## config.mk

```make
export PLATFORM = sky130hd
export DESIGN_NAME = sfc_core_flat
export DESIGN_NICKNAME = d
export VERILOG_FILES = /design/src/rtl/core/sfc_pkg.sv /design/src/rtl/core/sfc_if.sv /design/src/rtl/core/sfc_core.sv /design/src/flat_wrapper.sv
export SDC_FILE = /design/constraint.sdc
export NUM_CORES = 2
export LEC_CHECK = 0
export BUFFER_PORTS_ARGS = -buffer_cell sky130_fd_sc_hd__buf_2
export CORE_MARGIN = 2
export CORE_UTILIZATION = 45
export DETAILED_ROUTE_END_ITERATION = 6
export MAX_ROUTING_LAYER = met4
export PLACE_DENSITY = 0.64
export RECOVER_POWER = 100
export SLEW_MARGIN = 20
export SYNTH_ARGS = -nofsm -noshare
export SYNTH_HDL_FRONTEND = slang
export SYNTH_SLANG_ARGS = --single-unit
export TNS_END_PERCENT = 50
```

## constraint.sdc

```tcl
create_clock -name clk -period 41.6 [get_ports clk]
set_input_delay 12.48 -clock clk [delete_from_list [all_inputs] [get_ports clk]]
set_output_delay 12.48 -clock clk [all_outputs]
set_load 0.1 [all_outputs]
```

## src/rtl/core/sfc_pkg.sv

```systemverilog
// Package for the snapshot file checker: beat and result types, codes,
// header layout constants and the byte-wide CRC-32 update function.
// Depends on nothing; every other file in rtl/core but sfc_if imports it.
package sfc_pkg;

  // Header layout (byte offsets from the start of the file)
  localparam int unsigned CountW = 34;
  localparam logic [CountW-1:0] HEADER_LEN  = 34'd29;
  localparam logic [CountW-1:0] VER_POS     = 34'd4;
  localparam logic [CountW-1:0] TERM_START  = 34'd13;
  localparam logic [CountW-1:0] PLEN_START  = 34'd21;
  localparam logic [CountW-1:0] PCRC_START  = 34'd25;
  localparam logic [CountW-1:0] CFG_HDR_LEN = 34'd8;
  localparam logic [CountW-1:0] CFG_LEN_LEN = 34'd4;
  localparam logic [CountW-1:0] COUNT_MAX   = {CountW{1'b1}};

  localparam logic [7:0] VERSION_1 = 8'h01;
  localparam logic [7:0] VERSION_2 = 8'h02;

  localparam logic [31:0] CRC_POLY = 32'hEDB88320;
  localparam logic [31:0] CRC_ONES = 32'hFFFFFFFF;

  // Magic "RKS1", one byte per header position 0..3
  localparam logic [7:0] MAGIC [4] = '{8'h52, 8'h4B, 8'h53, 8'h31};

  typedef enum logic [2:0] {
    KIND_HEADER  = 3'd0,
    KIND_PAYLOAD = 3'd1,
    KIND_CFG_HDR = 3'd2,
    KIND_CFG_DAT = 3'd3,
    KIND_EXCESS  = 3'd4
  } sfc_kind_t;

  typedef enum logic [2:0] {
    ST_OK       = 3'd0,
    ST_SHORT    = 3'd1,
    ST_MAGIC    = 3'd2,
    ST_VERSION  = 3'd3,
    ST_LENGTH   = 3'd4,
    ST_CFG_CRC  = 3'd5,
    ST_PAY_CRC  = 3'd6
  } sfc_status_t;

  // One input beat as held in the input register
  typedef struct packed {
    logic [7:0] data_byte;
    logic       last;
  } sfc_beat_t;

  // One result beat as held in the result register
  typedef struct packed {
    logic [7:0]  out_byte;
    sfc_kind_t   byte_kind;
    logic        done_res;
    sfc_status_t status;
    logic [63:0] snapshot_index;
    logic [63:0] snapshot_term;
    logic [31:0] payload_length;
    logic [31:0] config_length;
  } sfc_res_t;

  // Reflected CRC-32 update over one byte, eight shift steps.
  function automatic logic [31:0] crc_byte(input logic [31:0] crc_in,
                                           input logic [7:0]  data);
    logic [31:0] c;
    c = crc_in ^ {24'd0, data};
    for (int k = 0; k < 8; k++) begin
      c = c[0] ? (CRC_POLY ^ (c >> 1)) : (c >> 1);
    end
    return c;
  endfunction

endpackage

```

## src/rtl/core/sfc_if.sv

```systemverilog


interface sfc_out_if;
  logic        valid;
  logic        ready;
  logic [7:0]  out_byte;
  logic [2:0]  byte_kind;
  logic        done_res;
  logic [2:0]  status;
  logic [63:0] snapshot_index;
  logic [63:0] snapshot_term;
  logic [31:0] payload_length;
  logic [31:0] config_length;

  modport source (output valid, output out_byte, output byte_kind, output done_res,
                  output status, output snapshot_index, output snapshot_term,
                  output payload_length, output config_length, input ready);
  modport sink   (input valid, input out_byte, input byte_kind, input done_res,
                  input status, input snapshot_index, input snapshot_term,
                  input payload_length, input config_length, output ready);
endinterface

```

## src/rtl/core/sfc_core.sv

```systemverilog
// File state, byte classification, CRC update and verdict, with the result
// register that drives the output channel. Depends on sfc_pkg, sfc_out_if.
module sfc_core (
  input  logic               clk,
  input  logic               rst_n,
  input  logic               beat_vld,
  input  sfc_pkg::sfc_beat_t beat,
  output logic               take,
  sfc_out_if.source          out_ch
);
  import sfc_pkg::*;

  // File state
  logic [CountW-1:0] count_r, count_nxt;
  logic              magic_r, magic_nxt;
  logic [7:0]        ver_r, ver_nxt;
  logic [63:0]       idx_r, idx_nxt;
  logic [63:0]       term_r, term_nxt;
  logic [31:0]       plen_r, plen_nxt;
  logic [31:0]       pcrc_exp_r, pcrc_exp_nxt;
  logic [31:0]       clen_r, clen_nxt;
  logic [31:0]       ccrc_exp_r, ccrc_exp_nxt;
  logic [31:0]       pcrc_run_r, pcrc_run_nxt;
  logic [31:0]       ccrc_run_r, ccrc_run_nxt;

  // Result register
  logic     out_vld_r, out_vld_nxt;
  sfc_res_t res_r, res_nxt;

  // Section bounds, before and after this byte
  logic [CountW-1:0] pend, cfg_hdr_end, cfg_end;
  logic [CountW-1:0] pend_n, cfg_hdr_end_n, cfg_end_n;
  logic              v2, v2_n;
  sfc_kind_t         kind;
  sfc_status_t       st;

  // A beat moves on when the result register is empty or being drained.
  assign take = beat_vld && (!out_vld_r || out_ch.ready);

  // Classify the byte and update the file state.
  always_comb begin
    count_nxt    = count_r;
    magic_nxt    = magic_r;
    ver_nxt      = ver_r;
    idx_nxt      = idx_r;
    term_nxt     = term_r;
    plen_nxt     = plen_r;
    pcrc_exp_nxt = pcrc_exp_r;
    clen_nxt     = clen_r;
    ccrc_exp_nxt = ccrc_exp_r;
    pcrc_run_nxt = pcrc_run_r;
    ccrc_run_nxt = ccrc_run_r;

    pend        = HEADER_LEN + {2'b00, plen_r};
    cfg_hdr_end = pend + CFG_HDR_LEN;
    cfg_end     = cfg_hdr_end + {2'b00, clen_r};
    v2          = (ver_r == VERSION_2);
    kind        = KIND_EXCESS;

    if (count_r < HEADER_LEN) begin
      kind = KIND_HEADER;
      if (count_r < VER_POS) begin
        if (beat.data_byte != MAGIC[count_r[1:0]]) begin
          magic_nxt = 1'b0;
        end
      end else if (count_r == VER_POS) begin
        ver_nxt = beat.data_byte;
      end else if (count_r < TERM_START) begin
        idx_nxt = {idx_r[55:0], beat.data_byte};
      end else if (count_r < PLEN_START) begin
        term_nxt = {term_r[55:0], beat.data_byte};
      end else if (count_r < PCRC_START) begin
        plen_nxt = {plen_r[23:0], beat.data_byte};
      end else begin
        pcrc_exp_nxt = {pcrc_exp_r[23:0], beat.data_byte};
      end
    end else if (count_r < pend) begin
      kind         = KIND_PAYLOAD;
      pcrc_run_nxt = crc_byte(pcrc_run_r, beat.data_byte);
    end else if (v2 && (count_r < cfg_hdr_end)) begin
      kind = KIND_CFG_HDR;
      if (count_r < pend + CFG_LEN_LEN) begin
        clen_nxt = {clen_r[23:0], beat.data_byte};
      end else begin
        ccrc_exp_nxt = {ccrc_exp_r[23:0], beat.data_byte};
      end
    end else if (v2 && (count_r < cfg_end)) begin
      kind         = KIND_CFG_DAT;
      ccrc_run_nxt = crc_byte(ccrc_run_r, beat.data_byte);
    end

    // The byte counter saturates instead of wrapping.
    if (count_r != COUNT_MAX) begin
      count_nxt = count_r + 34'd1;
    end

    // Verdict in check order, from the state as it stands after this byte.
    pend_n        = HEADER_LEN + {2'b00, plen_nxt};
    cfg_hdr_end_n = pend_n + CFG_HDR_LEN;
    cfg_end_n     = cfg_hdr_end_n + {2'b00, clen_nxt};
    v2_n          = (ver_nxt == VERSION_2);
    if (count_nxt < HEADER_LEN) begin
      st = ST_SHORT;
    end else if (!magic_nxt) begin
      st = ST_MAGIC;
    end else if ((ver_nxt != VERSION_1) && !v2_n) begin
      st = ST_VERSION;
    end else if (!v2_n && (count_nxt != pend_n)) begin
      st = ST_LENGTH;
    end else if (v2_n && ((count_nxt < cfg_hdr_end_n) || (count_nxt != cfg_end_n))) begin
      st = ST_LENGTH;
    end else if (v2_n && ((ccrc_run_nxt ^ CRC_ONES) != ccrc_exp_nxt)) begin
      st = ST_CFG_CRC;
    end else if ((pcrc_run_nxt ^ CRC_ONES) != pcrc_exp_nxt) begin
      st = ST_PAY_CRC;
    end else begin
      st = ST_OK;
    end

    res_nxt = '{out_byte:       beat.data_byte,
                byte_kind:      kind,
                done_res:       beat.last,
                status:         ST_OK,
                snapshot_index: 64'd0,
                snapshot_term:  64'd0,
                payload_length: 32'd0,
                config_length:  32'd0};

    // The last byte reports the verdict and returns the state to reset.
    if (beat.last) begin
      res_nxt.status         = st;
      res_nxt.snapshot_index = idx_nxt;
      res_nxt.snapshot_term  = term_nxt;
      res_nxt.payload_length = plen_nxt;
      res_nxt.config_length  = v2_n ? clen_nxt : 32'd0;
      count_nxt    = '0;
      magic_nxt    = 1'b1;
      ver_nxt      = 8'd0;
      idx_nxt      = 64'd0;
      term_nxt     = 64'd0;
      plen_nxt     = 32'd0;
      pcrc_exp_nxt = 32'd0;
      clen_nxt     = 32'd0;
      ccrc_exp_nxt = 32'd0;
      pcrc_run_nxt = CRC_ONES;
      ccrc_run_nxt = CRC_ONES;
    end
  end

  // File state registers, updated once per taken beat.
  always_ff @(posedge clk) begin
    if (!rst_n) begin
      count_r    <= '0;
      magic_r    <= 1'b1;
      ver_r      <= 8'd0;
      idx_r      <= 64'd0;
      term_r     <= 64'd0;
      plen_r     <= 32'd0;
      pcrc_exp_r <= 32'd0;
      clen_r     <= 32'd0;
      ccrc_exp_r <= 32'd0;
      pcrc_run_r <= CRC_ONES;
      ccrc_run_r <= CRC_ONES;
    end else if (take) begin
      count_r    <= count_nxt;
      magic_r    <= magic_nxt;
      ver_r      <= ver_nxt;
      idx_r      <= idx_nxt;
      term_r     <= term_nxt;
      plen_r     <= plen_nxt;
      pcrc_exp_r <= pcrc_exp_nxt;
      clen_r     <= clen_nxt;
      ccrc_exp_r <= ccrc_exp_nxt;
      pcrc_run_r <= pcrc_run_nxt;
      ccrc_run_r <= ccrc_run_nxt;
    end
  end

  // Result register valid flag.
  always_comb begin
    out_vld_nxt = out_vld_r;
    if (take) begin
      out_vld_nxt = 1'b1;
    end else if (out_ch.ready) begin
      out_vld_nxt = 1'b0;
    end
  end

  always_ff @(posedge clk) begin
    if (!rst_n) begin
      out_vld_r <= 1'b0;
    end else begin
      out_vld_r <= out_vld_nxt;
    end
  end

  always_ff @(posedge clk) begin
    if (take) begin
      res_r <= res_nxt;
    end
  end

  assign out_ch.valid          = out_vld_r;
  assign out_ch.out_byte       = res_r.out_byte;
  assign out_ch.byte_kind      = res_r.byte_kind;
  assign out_ch.done_res       = res_r.done_res;
  assign out_ch.status         = res_r.status;
  assign out_ch.snapshot_index = res_r.snapshot_index;
  assign out_ch.snapshot_term  = res_r.snapshot_term;
  assign out_ch.payload_length = res_r.payload_length;
  assign out_ch.config_length  = res_r.config_length;

  // A last beat leaves the counter at zero for the next file.
  a_last_clears: assert property (@(posedge clk) disable iff (!rst_n)
    take && beat.last |=> count_r == '0)
    else $error("byte counter not cleared after last byte");

  // Only a done result carries a verdict.
  a_status_on_done: assert property (@(posedge clk) disable iff (!rst_n)
    out_vld_r && !res_r.done_res |-> res_r.status == ST_OK)
    else $error("status set on a result that is not done");

  // Bytes below the header length are always tagged as header.
  a_header_kind: assert property (@(posedge clk) disable iff (!rst_n)
    take && (count_r < HEADER_LEN) |=> res_r.byte_kind == KIND_HEADER)
    else $error("header byte tagged with another role");

  // Config roles only appear in a version 2 file.
  a_cfg_needs_v2: assert property (@(posedge clk) disable iff (!rst_n)
    take && (ver_r != VERSION_2) |=>
      (res_r.byte_kind != KIND_CFG_HDR) && (res_r.byte_kind != KIND_CFG_DAT))
    else $error("config role outside a version 2 file");

endmodule
```

## src/flat_wrapper.sv

```systemverilog
// flat-port wrapper written by rule: the top's interface ports become plain ports
module sfc_core_flat import sfc_pkg::*;
  (clk, rst_n, beat_vld, beat, take, out_ch_valid, out_ch_out_byte, out_ch_byte_kind, out_ch_done_res, out_ch_status, out_ch_snapshot_index, out_ch_snapshot_term, out_ch_payload_length, out_ch_config_length, out_ch_ready);
  sfc_out_if out_ch_i ();
  input  logic clk;
  input  logic rst_n;
  input  logic beat_vld;
  input  sfc_pkg::sfc_beat_t beat;
  output logic take;
  output wire logic [$bits(out_ch_i.valid)-1:0] out_ch_valid;
  output wire logic [$bits(out_ch_i.out_byte)-1:0] out_ch_out_byte;
  output wire logic [$bits(out_ch_i.byte_kind)-1:0] out_ch_byte_kind;
  output wire logic [$bits(out_ch_i.done_res)-1:0] out_ch_done_res;
  output wire logic [$bits(out_ch_i.status)-1:0] out_ch_status;
  output wire logic [$bits(out_ch_i.snapshot_index)-1:0] out_ch_snapshot_index;
  output wire logic [$bits(out_ch_i.snapshot_term)-1:0] out_ch_snapshot_term;
  output wire logic [$bits(out_ch_i.payload_length)-1:0] out_ch_payload_length;
  output wire logic [$bits(out_ch_i.config_length)-1:0] out_ch_config_length;
  input wire logic [$bits(out_ch_i.ready)-1:0] out_ch_ready;
  assign out_ch_valid = out_ch_i.valid;
  assign out_ch_out_byte = out_ch_i.out_byte;
  assign out_ch_byte_kind = out_ch_i.byte_kind;
  assign out_ch_done_res = out_ch_i.done_res;
  assign out_ch_status = out_ch_i.status;
  assign out_ch_snapshot_index = out_ch_i.snapshot_index;
  assign out_ch_snapshot_term = out_ch_i.snapshot_term;
  assign out_ch_payload_length = out_ch_i.payload_length;
  assign out_ch_config_length = out_ch_i.config_length;
  assign out_ch_i.ready = out_ch_ready;
  sfc_core u_core (.clk(clk), .rst_n(rst_n), .beat_vld(beat_vld), .beat(beat), .take(take), .out_ch(out_ch_i));
endmodule
```

==> metrics.csv <==
stage;metric;value;unit
timing;minimum clock period;28.00;ns
layout;nets;4835;
floorplan;die area;0.0879;mm2
floorplan;Die Wd;296;um
worst_setup_path;Worst EP arrival;15.52;ns
synthesis;Syn Inst Count;4484;
clock_tree;hold buffers post-CTS;0;
power;Seq pwr share;44.7;%
placement;placed insts;5662;
power;Clk pwr share;44.3;%
timing;TNS Setup;0;ns
synthesis;Avg Cell Area, Syn;8.58;um2
placement;Final GP Congestion;1.02;
synthesis;asr flop ratio synth;0;%
power;Pleak;15.1;nW
timing;Final setup viols;0;
synthesis;predominant post-synthesis flop cell;dfxtp_1;
placement;Cell Area, Placed;0.0407;mm2
worst_hold_path;Hold Path Depth;2;
placement;dpl ws;15.45;ns
placement;dpl hpwl;92.8;mm
worst_setup_path;crit end category;output pin;
layout;Area Growth Syn to Fin;10.4;%
floorplan;Core Region;0.0850;mm2
synthesis;synthesis-stage register bit count;571;
detailed_routing;antenna-violating nets left;0;
clock_tree;CTS clk-pin slew, worst paths;0.06;ns
detailed_routing;Detailed Routing Iterations Pass 1;6;
run_status;status;complete, but fails checks;
layout;final core occ;50.0;%
clock_tree;H-tree depth;3;
worst_setup_path;RR Startpoint;u_core.plen_r[3];
timing;Worst slew margin;-412;%
clock_tree;CTS Buffer Depth;3;
layout;Fill cells;8299;
synthesis;synth top area cells;dfxtp_1, edfxtp_1, ha_1, xnor2_1, nand2_1;
timing;period utilization;67.3;%
global_routing;vias in the first global route;31211;
layout;layout cells sized above 1;5.39;%
placement;PortBufs;221;
layout;Post-Layout Cell Count;5785;
worst_setup_path;Critical Path RT;29.12;ns
global_routing;initial antenna violation count;6;
clock_tree;cts bufs inserted;67;
synthesis;Cell Area, Synth;0.0385;mm2
detailed_routing;DRT iter0 DRCs;3298;
power;Power Total;1.33;mW
clock_tree;CTS tree;yes;
timing;Setup Skew;0.0368;ns
power;total power per unit cell area;31.2;mW/mm2
timing;Final Max Tran Viols;1080;
timing;Fin. Hold Viols;0;
detailed_routing;drt drc;0;
synthesis;Post-synth EDFFs;207;
power;switching power;0.380;mW
detailed_routing;drt wl/cell;22.6;um
timing;f_max;0.0357;GHz
global_routing;largest net degree at the start of global routing;137;
layout;most frequent cells in the layout;nand2_1, dfxtp_1, nor2b_1;
synthesis;Yosys Warn Count;0;
floorplan;Chip Height;296;um
power;Sw Share;28.7;%
power;Comb power frac;11.0;%
detailed_routing;Vias/cell;5.87;
floorplan;row cnt;107;
clock_tree;CTS resizes;0;
timing;final worst slack;13.60;ns
synthesis;post-synth top area cell;dfxtp_1;
clock_tree;clock root buffer;clkbuf_16;
power;internal power;0.947;mW
clock_tree;Post-CTS Setup Bufs;0;
global_routing;Congestion Overflow GR;0;
worst_hold_path;Hold Path End;u_core.magic_r;
synthesis;sequential share of the synthesized area;35.1;%
global_routing;total track usage;29.7;%
global_routing;first-pass GRT wire length;195;mm
timing;worst-margin pin slew;7.68;ns
run;maxcap violations;16;
synthesis;Yosys top cell area share;18.9;%
clock_tree;Clock Sinks;571;
power;peak supply drop;25.7;uV
worst_hold_path;hold path start;u_core.magic_r;
run_status;failing checks;capacitance limit, slew limit;
layout;ant diodes;0;
detailed_routing;Vias;33979;
clock_tree;clk_lat worst skew;0.64;ns
worst_setup_path;r2r setup slk;27.44;ns
worst_setup_path;CP max FO;34;
synthesis;Unique masters post-synth;92;
worst_setup_path;Crit Path Category;in -> out;
layout;commonest non-fill, non-tap cell in the layout;nand2_1;
layout;Design Area, Final;0.0425;mm2
worst_hold_path;HP Class;reg -> reg;
worst_setup_path;Worst R2R Path Depth;41;
timing;WHS;0.515;ns
timing;RSZ-0062 raised after global routing;no;
floorplan;IO Count;222;
detailed_routing;drt total wl;131;mm
floorplan;Initial Util;45.3;%
worst_setup_path;Worst setup SP type;input port;
worst_setup_path;Reg-to-Reg End;u_core.out_ch.status[0];
cells in the mapped netlist (all sizes together), types with 14 or more instances:
cell type,instances
mux2,30
a21o,73
a22oi,261
clkbuf,224
dfxtp,364
o21a,18
and4,17
o22ai,58
nand2,650
o211ai,16
edfxtp,207
nor2b,326
or3,22
xnor2,296
xor2,182
nor4,51
a211oi,24
nor2,204
a21oi,268
a31oi,22
mux2i,119
nand2b,27
or4,14
nor3,71
o21ai,147
nand4,77
buf,40
ha,234
or2,19
and2,49
inv,135
nand3,71
and3,26
worst max path at each step:
stage                       startpoint   end  slack [ns]  cells after the start
after global routing      out_ch_ready  take       13.38                      5
after detailed placement  out_ch_ready  take       15.45                      5
after floorplan           out_ch_ready  take        9.30                      6
after global placement    out_ch_ready  take       15.44                      5
after CTS                 out_ch_ready  take       15.46                      5
final                     out_ch_ready  take       13.60                      5
worst max-delay path, stage by stage:
cell and delay, ns:
buf_2 0.09, nand2b_1 0.14, nand2_1 0.44, clkinvlp_2 1.47, clkbuf_1 0.84
final cells by class:
class / instances / area (um2) / area share [%]
Multi-Input combinational cell: 3516 / 23500 / 55.4
Clock inverter: 32 / 334 / 0.786
Sequential cell: 571 / 13500 / 31.8
Tap cell: 1144 / 1430 / 3.37
Clock buffer: 91 / 1840 / 4.32
Inverter: 135 / 509 / 1.20
Timing Repair Buffer: 296 / 1350 / 3.17
state kept, by name, indices dropped and copies added (netlist names), 8 cells and up:
signal / flops
u_core.ver_r: 8
u_core.out_ch.snapshot_term: 64
u_core.pcrc_exp_r: 32
u_core.pcrc_run_r: 32
u_core.plen_r: 32
u_core.out_ch.out_byte: 8
u_core.out_ch.payload_length: 32
u_core.clen_r: 32
u_core.ccrc_run_r: 32
u_core.idx_r: 64
u_core.out_ch.snapshot_index: 64
u_core.ccrc_exp_r: 32
u_core.out_ch.config_length: 32
u_core.term_r: 64
u_core.count_r: 34
logic make-up (layout without fill, tap and decap cells):
group / Yosys count / in the layout / share of synthesized area (%)
multiplexers: 150 / 150 / 4.03
buffers and inverters: 399 / 554 / 3.98
flip-flops: 571 / 571 / 35.1
XOR/XNOR: 480 / 480 / 11.0
other: 1 / 3 / 0.00974
AO/OA/AOI/OAI: 981 / 981 / 16.6
adder cells (fa/ha/maj): 236 / 236 / 7.69
AND/OR/NAND/NOR: 1666 / 1666 / 21.6
power by group through the flow:
stage	Clock [mW]	Combinational [mW]	Sequential, mW
after floorplan	0	0.0473	0.676
after global placement	0	0.148	0.604
after detailed placement	0	0.148	0.604
after CTS	0.599	0.148	0.592
after global routing	0.620	0.152	0.594
final	0.589	0.146	0.593
routing by layer:
metal / track usage [%] / vias to the layer above / wire (um)
met4: 12.6 / 0 / 6060
li1: - / 16126 / -
met1: 39.5 / 16332 / 56300
met2: 45.5 / 1229 / 59300
met5: - / - / 0
met3: 3.92 / 292 / 9160
Note: power is estimated with default switching activity, not from simulation.
